--- src/hw/rtl/rtm_pkg.sv ---
// rtm_pkg: shared constants, codes and types of the rank topology mapper.
// Used by rtm_div and rank_topology_mapper; depends on nothing.
package rtm_pkg;

	// default parameter values
	localparam int RTM_RANK_BITS = 24;
	localparam int RTM_RACK_BITS = 16;

	// configuration register widths
	localparam int SIZE_W     = 8;   // rack size, tray size
	localparam int RC_W       = 16;  // rack_count
	localparam int SC_W       = 24;  // spare_count
	localparam int TOTAL_W    = SIZE_W + RC_W;
	localparam int CFG_DATA_W = 24;
	localparam int CFG_IDX_W  = 2;

	// compose operand widths
	localparam int TRAY_W = 8;
	localparam int SLOT_W = 8;

	// configuration reset values
	localparam logic [SIZE_W-1:0] GPR_RESET = SIZE_W'(72);
	localparam logic [SIZE_W-1:0] GPT_RESET = SIZE_W'(4);
	localparam logic [RC_W-1:0]   RC_RESET  = RC_W'(1);
	localparam logic [SC_W-1:0]   SC_RESET  = '0;

	typedef enum logic [1:0] {
		OP_DECOMPOSE = 2'd0,
		OP_COMPOSE   = 2'd1,
		OP_SAME_RACK = 2'd2,
		OP_SPARE     = 2'd3
	} rtm_op_t;

	typedef enum logic [1:0] {
		STAT_OK      = 2'd0,
		STAT_CFG_ERR = 2'd1,
		STAT_REQ_ERR = 2'd2,
		STAT_RSVD    = 2'd3
	} rtm_status_t;

	typedef enum logic [CFG_IDX_W-1:0] {
		CFG_RACK_SIZE   = 2'd0,
		CFG_TRAY_SIZE   = 2'd1,
		CFG_RACK_COUNT  = 2'd2,
		CFG_SPARE_COUNT = 2'd3
	} rtm_cfg_idx_t;

	// divider launch control
	typedef struct packed {
		logic start;   // load operands and run
		logic narrow;  // dividend is only SIZE_W bits wide
	} rtm_div_ctl_t;

endpackage

--- src/hw/rtl/rank_topology_mapper.sv ---
// rank_topology_mapper: top level, config registers, sequencer, shared multiplier.
// Depends on rtm_pkg and rtm_div.
//
// Maps cluster ranks to rack / tray / slot positions using sizes held in four
// config registers. Pulse start while busy is low to hand in one item; busy
// stays high until the cycle the result appears. done is high for exactly that
// one cycle, and the result stays on the output ports until the next result.
// The receiver cannot stall the block, so done must be sampled when it fires.
// Every item first checks the config: a zero size or rack count gives status 1
// in the cycle after start is taken (busy never rises); otherwise rack size
// modulo tray size is taken on the shared divider in a short pass over the
// SIZE_W quotient bits, and the check state S_CHK finishes the check, where a
// bad tray size or spare count answers. All divisions run on one restoring
// divider that retires one quotient bit a cycle. Decompose and same-rack take
// two full-width divisions. Spare select adds a range check state, and the
// multiplier states S_NX and S_NC when the first spare lies in the rack of
// rank a; a refused request answers from the range check. Compose needs no
// division, only the shared multiplier. Config registers may be written only
// while busy is low and no done is pending.
module rank_topology_mapper import rtm_pkg::*; #(
	parameter int RANK_BITS = RTM_RANK_BITS,
	parameter int RACK_BITS = RTM_RACK_BITS
) (
	input  logic                  clk,
	input  logic                  arst_n,
	// config write port
	input  logic                  cfg_we,
	input  logic [CFG_IDX_W-1:0]  cfg_index,
	input  logic [CFG_DATA_W-1:0] cfg_data,
	// command side
	input  logic                  start,
	output logic                  busy,
	input  logic [1:0]            op,
	input  logic [RANK_BITS-1:0]  rank_a,
	input  logic [RANK_BITS-1:0]  rank_b,
	input  logic [RACK_BITS-1:0]  rack_index,
	input  logic [TRAY_W-1:0]     tray_index,
	input  logic [SLOT_W-1:0]     slot_index,
	// result side
	output logic                  done,
	output logic [1:0]            status,
	output logic [RANK_BITS-1:0]  rank_out,
	output logic [RACK_BITS-1:0]  rack_out,
	output logic [SIZE_W-1:0]     slot_in_rack,
	output logic [SIZE_W-1:0]     tray_out,
	output logic [SIZE_W-1:0]     slot_in_tray,
	output logic                  same_rack
);

	// divider must hold both a rank and the cluster total
	localparam int DIV_W = (RANK_BITS > TOTAL_W) ? RANK_BITS : TOTAL_W;
	localparam int MUL_W = DIV_W + SIZE_W;

	typedef enum logic [10:0] {
		S_IDLE = 11'b000_0000_0001,
		S_CFG  = 11'b000_0000_0010,  // gpr % gpt on the divider
		S_CHK  = 11'b000_0000_0100,  // finish config check
		S_SPR  = 11'b000_0000_1000,  // spare request range check
		S_D1   = 11'b000_0001_0000,  // first division
		S_D2   = 11'b000_0010_0000,  // second division
		S_C1   = 11'b000_0100_0000,  // compose: rack * gpr
		S_C2   = 11'b000_1000_0000,  // compose: tray * gpt
		S_C3   = 11'b001_0000_0000,  // compose: final sum
		S_NX   = 11'b010_0000_0000,  // spare: start of next rack
		S_NC   = 11'b100_0000_0000   // spare: pick
	} state_t;

	typedef struct packed {
		rtm_status_t          status;
		logic [RANK_BITS-1:0] rank;
		logic [RACK_BITS-1:0] rack;
		logic [SIZE_W-1:0]    sir;
		logic [SIZE_W-1:0]    tray;
		logic [SIZE_W-1:0]    sit;
		logic                 same;
	} res_t;

	// config registers
	logic [SIZE_W-1:0] gpr_q;
	logic [SIZE_W-1:0] gpt_q;
	logic [RC_W-1:0]   rc_q;
	logic [SC_W-1:0]   sc_q;

	// latched item
	rtm_op_t              op_q;
	logic [RANK_BITS-1:0] ra_q;
	logic [RANK_BITS-1:0] rb_q;
	logic [RACK_BITS-1:0] rack_q;
	logic [TRAY_W-1:0]    tray_q;
	logic [SLOT_W-1:0]    slot_q;

	// working registers
	state_t            state_q, state_d;
	logic [TOTAL_W-1:0] total_q;
	logic [TOTAL_W-1:0] world_q;
	logic [DIV_W-1:0]   q1_q;
	logic [SIZE_W-1:0]  r1_q;
	logic [MUL_W-1:0]   mul_q;
	logic [MUL_W-1:0]   acc_q;

	// result registers
	logic done_q;
	res_t res_q, res_d;
	logic fin;

	// shared divider hookup
	rtm_div_ctl_t      div_ctl;
	logic [DIV_W-1:0]  div_a;
	logic [SIZE_W-1:0] div_b;
	logic              div_done;
	logic [DIV_W-1:0]  div_q;
	logic [SIZE_W-1:0] div_r;

	// shared multiplier operands
	logic [DIV_W-1:0]  mul_a;
	logic [SIZE_W-1:0] mul_b;

	logic accept;
	logic size_zero;

	assign accept    = start && (state_q == S_IDLE);
	assign size_zero = (gpr_q == '0) || (gpt_q == '0) || (rc_q == '0);

	// config writes
	always_ff @(posedge clk or negedge arst_n) begin
		if (!arst_n) begin
			gpr_q <= GPR_RESET;
			gpt_q <= GPT_RESET;
			rc_q  <= RC_RESET;
			sc_q  <= SC_RESET;
		end else if (cfg_we) begin
			unique case (rtm_cfg_idx_t'(cfg_index))
				CFG_RACK_SIZE:   gpr_q <= cfg_data[SIZE_W-1:0];
				CFG_TRAY_SIZE:   gpt_q <= cfg_data[SIZE_W-1:0];
				CFG_RACK_COUNT:  rc_q  <= cfg_data[RC_W-1:0];
				CFG_SPARE_COUNT: sc_q  <= cfg_data[SC_W-1:0];
			endcase
		end
	end

	// multiplier operand select; result always registered
	always_comb begin
		unique case (state_q)
			S_C1: begin
				mul_a = DIV_W'(rack_q);
				mul_b = gpr_q;
			end
			S_C2: begin
				mul_a = DIV_W'(tray_q);
				mul_b = gpt_q;
			end
			S_NX: begin
				mul_a = q1_q + 1'b1;
				mul_b = gpr_q;
			end
			default: begin
				// all other states, idle and check included: cluster total
				mul_a = DIV_W'(rc_q);
				mul_b = gpr_q;
			end
		endcase
	end

	always_ff @(posedge clk) begin
		mul_q <= MUL_W'(mul_a) * MUL_W'(mul_b);
	end

	// sequencer
	always_comb begin
		state_d        = state_q;
		fin            = 1'b0;
		res_d          = '0;
		res_d.status   = STAT_OK;
		div_ctl.start  = 1'b0;
		div_ctl.narrow = 1'b0;
		div_a          = DIV_W'(ra_q);
		div_b          = gpr_q;

		unique case (state_q)
			S_IDLE: begin
				if (accept) begin
					if (size_zero) begin
						fin          = 1'b1;
						res_d.status = STAT_CFG_ERR;
					end else begin
						div_ctl.start  = 1'b1;
						div_ctl.narrow = 1'b1;
						div_a          = DIV_W'(gpr_q);
						div_b          = gpt_q;
						state_d        = S_CFG;
					end
				end
			end
			S_CFG: begin
				if (div_done) begin
					state_d = S_CHK;
				end
			end
			S_CHK: begin
				// tray size must divide rack size, spares below the total
				if ((r1_q != '0) || (sc_q >= total_q)) begin
					fin          = 1'b1;
					res_d.status = STAT_CFG_ERR;
					state_d      = S_IDLE;
				end else begin
					unique case (op_q)
						OP_DECOMPOSE, OP_SAME_RACK: begin
							div_ctl.start = 1'b1;
							state_d       = S_D1;
						end
						OP_COMPOSE: state_d = S_C1;
						OP_SPARE:   state_d = S_SPR;
					endcase
				end
			end
			S_SPR: begin
				if ((sc_q == '0) || (DIV_W'(ra_q) >= DIV_W'(world_q))) begin
					fin          = 1'b1;
					res_d.status = STAT_REQ_ERR;
					state_d      = S_IDLE;
				end else begin
					div_ctl.start = 1'b1;
					state_d       = S_D1;
				end
			end
			S_D1: begin
				if (div_done) begin
					div_ctl.start = 1'b1;
					state_d       = S_D2;
					unique case (op_q)
						OP_DECOMPOSE: begin
							div_a = DIV_W'(div_r);
							div_b = gpt_q;
						end
						OP_SAME_RACK: div_a = DIV_W'(rb_q);
						OP_SPARE:     div_a = DIV_W'(world_q);
						OP_COMPOSE:   div_a = DIV_W'(ra_q);
					endcase
				end
			end
			S_D2: begin
				if (div_done) begin
					state_d = S_IDLE;
					unique case (op_q)
						OP_DECOMPOSE: begin
							fin        = 1'b1;
							res_d.rank = ra_q;
							res_d.rack = RACK_BITS'(q1_q);
							res_d.sir  = r1_q;
							res_d.tray = div_q[SIZE_W-1:0];
							res_d.sit  = div_r;
						end
						OP_SAME_RACK: begin
							fin        = 1'b1;
							res_d.rank = ra_q;
							res_d.same = (q1_q == div_q);
						end
						OP_SPARE: begin
							// first spare lies outside the rack of rank a: answer the first spare
							if (div_q != q1_q) begin
								fin        = 1'b1;
								res_d.rank = RANK_BITS'(world_q);
							end else begin
								state_d = S_NX;
							end
						end
						OP_COMPOSE: state_d = S_IDLE;
					endcase
				end
			end
			S_C1: state_d = S_C2;
			S_C2: state_d = S_C3;
			S_C3: begin
				fin        = 1'b1;
				res_d.rank = RANK_BITS'(acc_q + mul_q);
				state_d    = S_IDLE;
			end
			S_NX: state_d = S_NC;
			S_NC: begin
				// first rank of the next rack if it exists, else first spare
				fin        = 1'b1;
				res_d.rank = (mul_q < MUL_W'(total_q)) ? RANK_BITS'(mul_q)
				                                         : RANK_BITS'(world_q);
				state_d    = S_IDLE;
			end
			default: state_d = S_IDLE;
		endcase
	end

	always_ff @(posedge clk or negedge arst_n) begin
		if (!arst_n) begin
			state_q <= S_IDLE;
			done_q  <= 1'b0;
		end else begin
			state_q <= state_d;
			done_q  <= fin;
		end
	end

	// item latch, working registers and result payload
	always_ff @(posedge clk) begin
		if (accept) begin
			op_q   <= rtm_op_t'(op);
			ra_q   <= rank_a;
			rb_q   <= rank_b;
			rack_q <= rack_index;
			tray_q <= tray_index;
			slot_q <= slot_index;
		end
		if (state_q == S_CFG) begin
			total_q <= mul_q[TOTAL_W-1:0];
			if (div_done) begin
				r1_q <= div_r;
			end
		end
		if (state_q == S_CHK) begin
			world_q <= total_q - TOTAL_W'(sc_q);
		end
		if ((state_q == S_D1) && div_done) begin
			q1_q <= div_q;
			r1_q <= div_r;
		end
		if (state_q == S_C2) begin
			acc_q <= mul_q + MUL_W'(slot_q);
		end
		if (fin) begin
			res_q <= res_d;
		end
	end

	rtm_div #(
		.W(DIV_W)
	) u_div (
		.clk       (clk),
		.arst_n    (arst_n),
		.ctl       (div_ctl),
		.dividend  (div_a),
		.divisor   (div_b),
		.done      (div_done),
		.quotient  (div_q),
		.remainder (div_r)
	);

	assign busy         = (state_q != S_IDLE);
	assign done         = done_q;
	assign status       = res_q.status;
	assign rank_out     = res_q.rank;
	assign rack_out     = res_q.rack;
	assign slot_in_rack = res_q.sir;
	assign tray_out     = res_q.tray;
	assign slot_in_tray = res_q.sit;
	assign same_rack    = res_q.same;

endmodule

--- src/hw/rtl/rtm_div.sv ---
// rtm_div: restoring divider, one quotient bit per cycle, 8-bit divisor.
// Depends on rtm_pkg (SIZE_W, rtm_div_ctl_t).
module rtm_div import rtm_pkg::*; #(
	parameter int W = RTM_RANK_BITS
) (
	input  logic              clk,
	input  logic              arst_n,
	input  rtm_div_ctl_t      ctl,
	input  logic [W-1:0]      dividend,
	input  logic [SIZE_W-1:0] divisor,
	output logic              done,
	output logic [W-1:0]      quotient,
	output logic [SIZE_W-1:0] remainder
);

	localparam int CW = $clog2(W);

	logic [SIZE_W-1:0] rem_q;
	logic [W-1:0]      quo_q;
	logic [SIZE_W-1:0] dsr_q;
	logic [CW-1:0]     cnt_q;
	logic              run_q;
	logic              done_q;

	logic [SIZE_W:0]   shifted;
	logic [SIZE_W+1:0] trial;
	logic              neg;

	assign shifted = {rem_q, quo_q[W-1]};
	assign trial   = {1'b0, shifted} - {2'b00, dsr_q};
	assign neg     = trial[SIZE_W+1];

	always_ff @(posedge clk or negedge arst_n) begin
		if (!arst_n) begin
			run_q  <= 1'b0;
			done_q <= 1'b0;
			cnt_q  <= '0;
		end else begin
			done_q <= 1'b0;
			if (ctl.start) begin
				run_q <= 1'b1;
				// narrow: only the top SIZE_W bits hold the dividend
				cnt_q <= ctl.narrow ? CW'(W - SIZE_W) : '0;
			end else if (run_q) begin
				cnt_q <= cnt_q + 1'b1;
				if (cnt_q == CW'(W - 1)) begin
					run_q  <= 1'b0;
					done_q <= 1'b1;
				end
			end
		end
	end

	always_ff @(posedge clk) begin
		if (ctl.start) begin
			rem_q <= '0;
			dsr_q <= divisor;
			quo_q <= ctl.narrow ? {dividend[SIZE_W-1:0], {(W-SIZE_W){1'b0}}} : dividend;
		end else if (run_q) begin
			rem_q <= neg ? shifted[SIZE_W-1:0] : trial[SIZE_W-1:0];
			quo_q <= {quo_q[W-2:0], ~neg};
		end
	end

	assign done      = done_q;
	assign quotient  = quo_q;
	assign remainder = rem_q;

endmodule
--- config.mk ---
export PLATFORM = sky130hd
export DESIGN_NAME = rank_topology_mapper
export DESIGN_NICKNAME = d
export VERILOG_FILES = /design/src/hw/rtl/rtm_pkg.sv /design/src/hw/rtl/rank_topology_mapper.sv /design/src/hw/rtl/rtm_div.sv
export SDC_FILE = /design/constraint.sdc
export NUM_CORES = 1
export LEC_CHECK = 0
export ABC_CLOCK_PERIOD_IN_PS = 6000
export BUFFER_PORTS_ARGS = -buffer_cell sky130_fd_sc_hd__buf_2
export CAP_MARGIN = 20
export CELL_PAD_IN_SITES_DETAIL_PLACEMENT = 2
export CELL_PAD_IN_SITES_GLOBAL_PLACEMENT = 2
export CORE_MARGIN = 8
export CORE_UTILIZATION = 37
export CTS_CLUSTER_DIAMETER = 30
export DETAILED_ROUTE_END_ITERATION = 10
export GPL_TIMING_DRIVEN = 0
export PLACE_DENSITY = 0.73
export SLEW_MARGIN = 30
export SYNTH_ARGS = -nofsm -noshare
export SYNTH_HDL_FRONTEND = slang
export SYNTH_SLANG_ARGS = --single-unit
--- constraint.sdc ---
create_clock -name clk -period 6 [get_ports clk]
set_input_delay 1.2 -clock clk [delete_from_list [all_inputs] [get_ports clk]]
set_output_delay 1.2 -clock clk [all_outputs]
set_load 0.01 [all_outputs]
==> results of run 1 <==
critical path: stages, from the launching register on:
cell and delay (ns):
sky130_fd_sc_hd__dfrtp_2 0.42, sky130_fd_sc_hd__nor4_4 0.32, sky130_fd_sc_hd__nand2_2 0.09, sky130_fd_sc_hd__or4_4 0.45, sky130_fd_sc_hd__or3b_4 0.49, sky130_fd_sc_hd__clkinv_4 0.10, sky130_fd_sc_hd__or3_4 0.16, sky130_fd_sc_hd__buf_12 0.12
sky130_fd_sc_hd__nand2_1 0.12, sky130_fd_sc_hd__o21ai_4 0.16, sky130_fd_sc_hd__nor2_1 0.10, sky130_fd_sc_hd__fa_2 0.60, sky130_fd_sc_hd__fa_1 0.42, sky130_fd_sc_hd__fa_1 0.57, sky130_fd_sc_hd__inv_1 0.07, sky130_fd_sc_hd__fa_1 0.56
sky130_fd_sc_hd__inv_1 0.10, sky130_fd_sc_hd__ha_4 0.29, sky130_fd_sc_hd__a2111oi_4 0.31, sky130_fd_sc_hd__o21ai_2 0.16, sky130_fd_sc_hd__nand3b_1 0.16, sky130_fd_sc_hd__nor3b_4 0.32, sky130_fd_sc_hd__o211ai_1 0.12, sky130_fd_sc_hd__buf_4 0.18
sky130_fd_sc_hd__a31oi_4 0.17, sky130_fd_sc_hd__o21bai_1 0.09, sky130_fd_sc_hd__xor2_1 0.21
power breakdown:
part | switching [mW] | internal, mW | total, mW | leakage (nW)
clock | 1.83 | 3.87 | 5.71 | 1.74
combinational | 5.89 | 4.23 | 10.1 | 8.52
sequential | 0.881 | 3.86 | 4.74 | 3.91
worst paths after layout:
path,slack (ns),endpoint,from
setup / recovery,-0.96,mul_q[30]$_DFF_P_,state_q[8]$_DFFE_PN0P_
hold / removal,0.35,done$_DFF_PN0_,arst_n
setup reg to reg,-0.96,mul_q[30]$_DFF_P_,state_q[8]$_DFFE_PN0P_
hold reg to reg,0.50,state_q[8]$_DFFE_PN0P_,state_q[10]$_DFFE_PN0P_
max in group asynchronous,4.93,gpr_q[3]$_DFFE_PN1P_,arst_n
min in group clk,0.50,state_q[8]$_DFFE_PN0P_,state_q[10]$_DFFE_PN0P_
repair_timing:
item,in CTS,in global routing
pin swaps,29,20
endpoints found under the setup margin,26,24
cloned,1,0
buffers inserted,24,8
resized for setup,126,46
metal layers:
metal	routed length (um)	up-vias	global-route usage (%)	part of all wire, %
li1	-	9290	-	-
met1	45500	11100	33.3	42
met2	52200	674	44.1	49
met3	5560	207	4.29	5.2
met4	4120	0	9.50	3.8
met5	0	-	0	0
through the flow:
| step | util, % | hold WS, ns | setup TNS [ns] |
|---|---|---|---|
| after global placement | 40.3 | 0.503 | -35.53 |
| final | 46.9 | 0.354 | -13.31 |
| after detailed placement | 40.5 | 0.509 | -39.30 |
| after CTS | 46.5 | 0.326 | -11.91 |
| after global routing | 46.9 | 0.341 | -18.34 |
| after floorplan | - | 0.462 | -0.824 |
cell usage after synthesis, types with 49 or more instances:
| master | count | area share (%) |
|---|---|---|
| sky130_fd_sc_hd__inv_1 | 267 | 3.8 |
| sky130_fd_sc_hd__fa_1 | 136 | 10 |
| sky130_fd_sc_hd__xor2_1 | 49 | 1.6 |
| sky130_fd_sc_hd__clkbuf_1 | 60 | 0.85 |
| sky130_fd_sc_hd__mux2_2 | 85 | 3.6 |
| sky130_fd_sc_hd__xnor2_1 | 86 | 2.8 |
| sky130_fd_sc_hd__dfrtp_1 | 70 | 6.6 |
| sky130_fd_sc_hd__nand2_1 | 115 | 1.6 |
| sky130_fd_sc_hd__a21oi_1 | 95 | 1.8 |
| sky130_fd_sc_hd__edfxtp_1 | 285 | 32 |
| sky130_fd_sc_hd__o21ai_0 | 74 | 1.4 |
| sky130_fd_sc_hd__nor2_1 | 271 | 3.8 |
| sky130_fd_sc_hd__ha_1 | 165 | 7.8 |
cell type report:
cell class / count / share of cell area (%)
Multi-Input combinational cell: 1686 / 43.6
Sequential cell: 400 / 33.7
Clock buffer: 145 / 8.80
Timing Repair Buffer: 218 / 3.91
Tap cell: 950 / 3.56
Inverter: 269 / 3.05
Clock inverter: 53 / 2.03
Buffer: 78 / 1.36
Antenna cell: 1 / 0.00750
cells by family (layout without fill, tap and decap cells):
logic type,after synthesis,in the layout,share of synthesized area (%)
other cells,0,1,0
mux,126,126,5.70
simple gates,690,690,12.7
compound gates,434,434,11.4
flops,400,400,42.5
fa+ha+maj,301,301,18.1
xor+xnor,135,135,4.47
buf+inv,349,763,5.16
==> Flow_metrics.wiki, run 1 <==
{| class="wikitable"
! Metric !! Value
|-
| Initial antenna violation count || 3
|-
| Buffers from clock root to sink, at most || 3
|-
| Tot GR Track Use || 26.0%
|-
| Fin worst setup slack || -0.960 ns
|-
| FFs w/ async S/R, synth || a little under a fifth
|-
| Final net count || about 3,200
|-
| Mean area per synthesized cell || 10.9 um^2
|-
| CTS sink cnt || 400
|-
| Yosys warnings || 0
|-
| Worst min-delay path category || primary input to asynchronous set/reset pin
|-
| Most used flip-flop cell after synthesis || sky130_fd_sc_hd__edfxtp_1
|-
| Worst endpoint data arrival time || ~7.5 ns
|-
| Final setup violating endpoints || 23
|-
| Post-route DRC || 0
|-
| Pin slew with the least headroom to its limit || between 1 and 1.5 ns
|-
| Max Fanout on Critical Path || 7
|-
| Synthesized instance count || 2,435
|-
| Number of maximum-capacitance constraint violations || 0
|-
| Die outline height || 283 um
|-
| Total via count in the routed design || ~21,000
|-
| Max FFs per register || 32
|-
| Largest net degree at the start of global routing || 66
|-
| Largest register by flop count || mul_q
|-
| Clock-pin slew reported for the worst setup and hold paths after clock tree synthesis || 0.05 ns
|-
| First DRT Iteration DRCs || 1,327
|-
| Startpoint-to-endpoint class of the critical path || flip-flop to flip-flop
|-
| Final clock period utilization by the worst path || 116%
|-
| Port-buffer cells || 180
|-
| Multi-input logic area || 0.0145 mm^2
|-
| Placed insts || around 3,600
|-
| Peak clock frequency supported by timing || 144 MHz
|-
| Average wire per standard cell || about 28 um
|-
| CTS HTree Levels || 3
|-
| Setup skew after layout || around 0.08 ns
|-
| GRT Residual Overflow || 0
|-
| Post-synthesis cell type count || 90
|-
| Most common cell after layout, fill and taps aside || sky130_fd_sc_hd__edfxtp_1
|-
| Worst IR drop on VDD || approximately 0.53 mV
|-
| Boundary Pins || ~180
|-
| Min Clock Period, post-route || around 7.0 ns
|-
| Final Hold Violating Endpoints || 0
|-
| Post-route antenna net violation count || 0
|-
| Width of the die || around 280 um
|-
| Summed area of non-filler cells in the final layout || 0.0334 mm^2
|-
| Via-to-Cell Ratio || about 5.6
|-
| Nature of the critical path startpoint || flip-flop
|-
| Register bit total from synthesis || 400
|-
| Worst path required time || around 6.6 ns
|-
| Commonest cells after routing, fill and taps aside || sky130_fd_sc_hd__edfxtp_1 (285), sky130_fd_sc_hd__nor2_1 (263), sky130_fd_sc_hd__inv_1 (259)
|-
| Root Driver || sky130_fd_sc_hd__clkbuf_16
|-
| Number of enable flip-flop cells after synthesis || between 200 and 300
|-
| R2r worst-path depth || 26
|-
| Total of fill cells in the finished design || about 7,100
|-
| Hold buffer count at cts || 0
|-
| Total cell area at the placement stage || 0.0288 mm^2
|-
| Violations in the final reports || setup timing
|-
| CTS buffer count || about 110
|-
| CTS tree || done
|-
| Number of non-filler instances in the completed layout || about 3,800
|-
| Register cell area after layout || approximately 0.011 mm^2
|-
| Run status || finished with violations
|-
| Share of final-layout standard cells stronger than drive strength 1 || a little under a quarter
|-
| Leak pwr || between 10 and 15 nW
|-
| Total nets after synthesis || roughly 2,800
|-
| First-pass GRT wire length || ~160 mm
|-
| Final Total Pwr || 20.6 mW
|-
| Core footprint || between 0.07 and 0.08 mm^2
|-
| Synthesized cell area || approximately 0.026 mm^2
|-
| Initial Util || a little under two fifths
|-
| Rows || 98
|-
| Worst-skew pair later-pin latency || around 0.67 ns
|-
| Normalized max-slew margin || between 30% and 40%
|-
| RSZ-0062 raised after global routing || true
|-
| Drt first pass iters || 8
|-
| Setup Slack @ Placement || -2.18 ns
|-
| Post-synthesis sequential area ratio || between 40% and 50%
|-
| Vias in the first global route || about 24,000
|-
| Endpoint type of the worst setup path || flip-flop
|-
| HPWL reported at the end of detailed placement || 80.1 mm
|-
| Power density over cell area || roughly 620 mW/mm^2
|-
| Total Die Area || approximately 0.080 mm^2
|-
| Area added between synthesis and finish || 26.2%
|-
| Final max-slew violation count || 0
|-
| RePlAce Congestion || approximately 0.88
|-
| Final WL || 107 mm
|}
Note: power is estimated with default switching activity, not from simulation.
==> run 2: changes to the inputs <==
--- a/config.mk
+++ b/config.mk
@@ -14,8 +14,7 @@
 export CORE_UTILIZATION = 37
 export CTS_CLUSTER_DIAMETER = 30
 export DETAILED_ROUTE_END_ITERATION = 10
-export GPL_TIMING_DRIVEN = 0
-export PLACE_DENSITY = 0.73
+export PLACE_DENSITY_LB_ADDON = 0.08
 export SLEW_MARGIN = 30
 export SYNTH_ARGS = -nofsm -noshare
 export SYNTH_HDL_FRONTEND = slang
==> Flow_metrics.wiki, run 2 (synthesis gave the netlist of run 1 again) <==
{| class="wikitable"
! Metric !! Value
|-
| Worst path required time || between 6 and 7 ns
|-
| Buffers from clock root to sink, at most || 3
|-
| Die outline height || roughly 280 um
|-
| CTS HTree Levels || 3
|-
| Register cell area after layout || ~0.011 mm^2
|-
| Normalized max-slew margin || about 35%
|-
| CTS sink cnt || 400
|-
| Final setup violating endpoints || 22
|-
| Port-buffer cells || 180
|-
| Number of non-filler instances in the completed layout || ~4,000
|-
| RePlAce Congestion || 0.898
|-
| Violations in the final reports || setup timing
|-
| Initial antenna violation count || 3
|-
| Setup Slack @ Placement || -0.741 ns
|-
| Width of the die || 283 um
|-
| Worst min-delay path category || primary input to asynchronous set/reset pin
|-
| Final Hold Violating Endpoints || 0
|-
| Max FFs per register || 32
|-
| Total Die Area || approximately 0.08 mm^2
|-
| Capture instance of the worst register-to-register path || mul_q[30]$_DFF_P_
|-
| Run status || finished with violations
|-
| First-pass GRT wire length || between 150 and 200 mm
|-
| Power density over cell area || roughly 640 mW/mm^2
|-
| Peak per-stage delay on the critical path || about 0.58 ns
|-
| Crit path launch || state_q[7]$_DFFE_PN0P_
|-
| Final clock period utilization by the worst path || 109%
|-
| Post-route DRC || 0
|-
| Cell type with the highest occurrence count on the critical path || sky130_fd_sc_hd__fa_1
|-
| Share of final-layout standard cells stronger than drive strength 1 || 29.6%
|-
| Setup skew after layout || about 0.078 ns
|-
| Endpoint type of the worst setup path || flip-flop
|-
| Drt first pass iters || 6
|-
| Finished Core Util || 48.9%
|-
| Total via count in the routed design || about 22,000
|-
| Core footprint || ~0.071 mm^2
|-
| RSZ-0062 raised after global routing || true
|-
| Peak clock frequency supported by timing || roughly 150 MHz
|-
| Final net count || between 3,000 and 4,000
|-
| GRT Residual Overflow || 0
|-
| Largest net degree at the start of global routing || 69
|-
| R2r worst-path depth || 25
|-
| Final max-slew violation count || 0
|-
| Total of fill cells in the finished design || 7,130
|-
| Startpoint-to-endpoint class of the critical path || flip-flop to flip-flop
|-
| HPWL reported at the end of detailed placement || ~80 mm
|-
| Via-to-Cell Ratio || between 5 and 6
|-
| Root Driver || sky130_fd_sc_hd__clkbuf_16
|-
| Worst endpoint data arrival time || between 7 and 8 ns
|-
| Reg-to-reg slack, setup || -0.54 ns
|-
| Average wire per standard cell || around 28 um
|-
| CTS tree || done
|-
| Worst IR drop on VDD || about 0.57 mV
|-
| Post-route antenna net violation count || 0
|-
| Leak pwr || between 15 and 20 nW
|-
| First DRT Iteration DRCs || 1,205
|-
| Worst-skew pair later-pin latency || about 0.68 ns
|-
| Hold buffer count at cts || 0
|-
| Number of maximum-capacitance constraint violations || 0
|-
| Placed insts || about 3,700
|-
| Most common cell after layout, fill and taps aside || sky130_fd_sc_hd__edfxtp_1
|-
| Startpoint of the lowest-slack register-to-register path || state_q[7]$_DFFE_PN0P_
|-
| Vias in the first global route || between 20,000 and 25,000
|-
| Max Fanout on Critical Path || 8
|-
| Clock-pin slew reported for the worst setup and hold paths after clock tree synthesis || roughly 0.050 ns
|-
| Fin worst setup slack || -0.544 ns
|-
| Commonest cells after routing, fill and taps aside || sky130_fd_sc_hd__edfxtp_1 (285), sky130_fd_sc_hd__inv_1 (255), sky130_fd_sc_hd__nor2_1 (239)
|-
| Number of buffers and inverters on the critical path || 4
|-
| Slowest cell on the critical path || sky130_fd_sc_hd__fa_1
|-
| CTS buffer count || approximately 110
|-
| Critical path's top delay family || adder cells
|-
| Initial Util || 37.2%
|-
| Pin slew with the least headroom to its limit || roughly 0.96 ns
|-
| Area added between synthesis and finish || 31.6%
|-
| Final WL || around 110 mm
|-
| Boundary Pins || ~180
|-
| Multi-input logic area || approximately 0.015 mm^2
|-
| Min Clock Period, post-route || 6.54 ns
|-
| Tot GR Track Use || a little over a quarter
|-
| Largest register by flop count || mul_q
|-
| Rows || slightly below 100
|-
| Nature of the critical path startpoint || flip-flop
|}
[run 2: cell types whose count changed in the layout (fill, tap and decap cells not counted), moves of 7 or more]
cell,change
sky130_fd_sc_hd__clkinv_2,+9
sky130_fd_sc_hd__ha_4,+7
sky130_fd_sc_hd__buf_6,+10
sky130_fd_sc_hd__fa_2,+9
sky130_fd_sc_hd__clkbuf_4,-9
sky130_fd_sc_hd__a21oi_1,+11
sky130_fd_sc_hd__nor2_2,+21
sky130_fd_sc_hd__nor2_1,-24
sky130_fd_sc_hd__bufinv_16,+7
sky130_fd_sc_hd__clkbuf_8,-9
sky130_fd_sc_hd__buf_2,-10
sky130_fd_sc_hd__buf_4,+181
sky130_fd_sc_hd__fa_1,-9
sky130_fd_sc_hd__clkbuf_1,-60
[run 2: worst max path at each step]
stage | end | slack [ns] | cells past startpoint
3_5_place_dp | mul_q[30]$_DFF_P_ | -0.74 | 26
5_1_grt | mul_q[30]$_DFF_P_ | -0.82 | 24
3_3_place_gp | mul_q[30]$_DFF_P_ | -0.59 | 25
6_report | mul_q[30]$_DFF_P_ | -0.54 | 25
4_1_cts | mul_q[30]$_DFF_P_ | -0.52 | 25
2_1_floorplan | mul_q[25]$_DFF_P_ | -0.16 | 25
[run 2: layer usage]
metal  share of wire [%]  wire length (um)  global-route usage (%)  up-vias
met5                   0                 0                       0        -
met1                  42             46000                    32.9    11400
met4                 4.4              4830                    10.5        0
met2                  50             54700                    46.6      616
li1                    -                 -                       -     9560
met3                 3.8              4170                    3.84      231
[run 2: cell type report]
type                            count  area share (%)
Timing Repair Buffer              420            8.37
Clock inverter                     80            2.99
Clock buffer                      125            8.30
Multi-Input combinational cell   1686            41.7
Inverter                          269            2.92
Sequential cell                   400            32.3
Tap cell                          950            3.41
Antenna cell                        3          0.0216
[run 2: report_power, final]
group | total (mW) | internal (mW) | switching (mW)
logic | 11.3 | 5.13 | 6.16
clock network | 6.17 | 4.23 | 1.94
registers | 4.78 | 3.86 | 0.922
total | 22.2 | 13.2 | 9.03
[run 2: metrics by stage]
step	TNS [ns]	cell area (um^2)	total power, mW	hold WS (ns)
after CTS	-5.59	34500	21.8	0.361
final	-6.37	34800	22.2	0.387
after global routing	-11.06	34800	23.4	0.374
after detailed placement	-11.18	30000	14.4	0.508
after global placement	-7.95	30000	13.9	0.492
after floorplan	-0.824	26600	10.3	0.462
[run 2: timing repair]
action                                  4_1_cts  5_1_grt
resized for setup                           111       43
endpoints found under the setup margin       23       24
setup buffers                                22       10
pin swaps                                    71       40
gates cloned                                  0        1
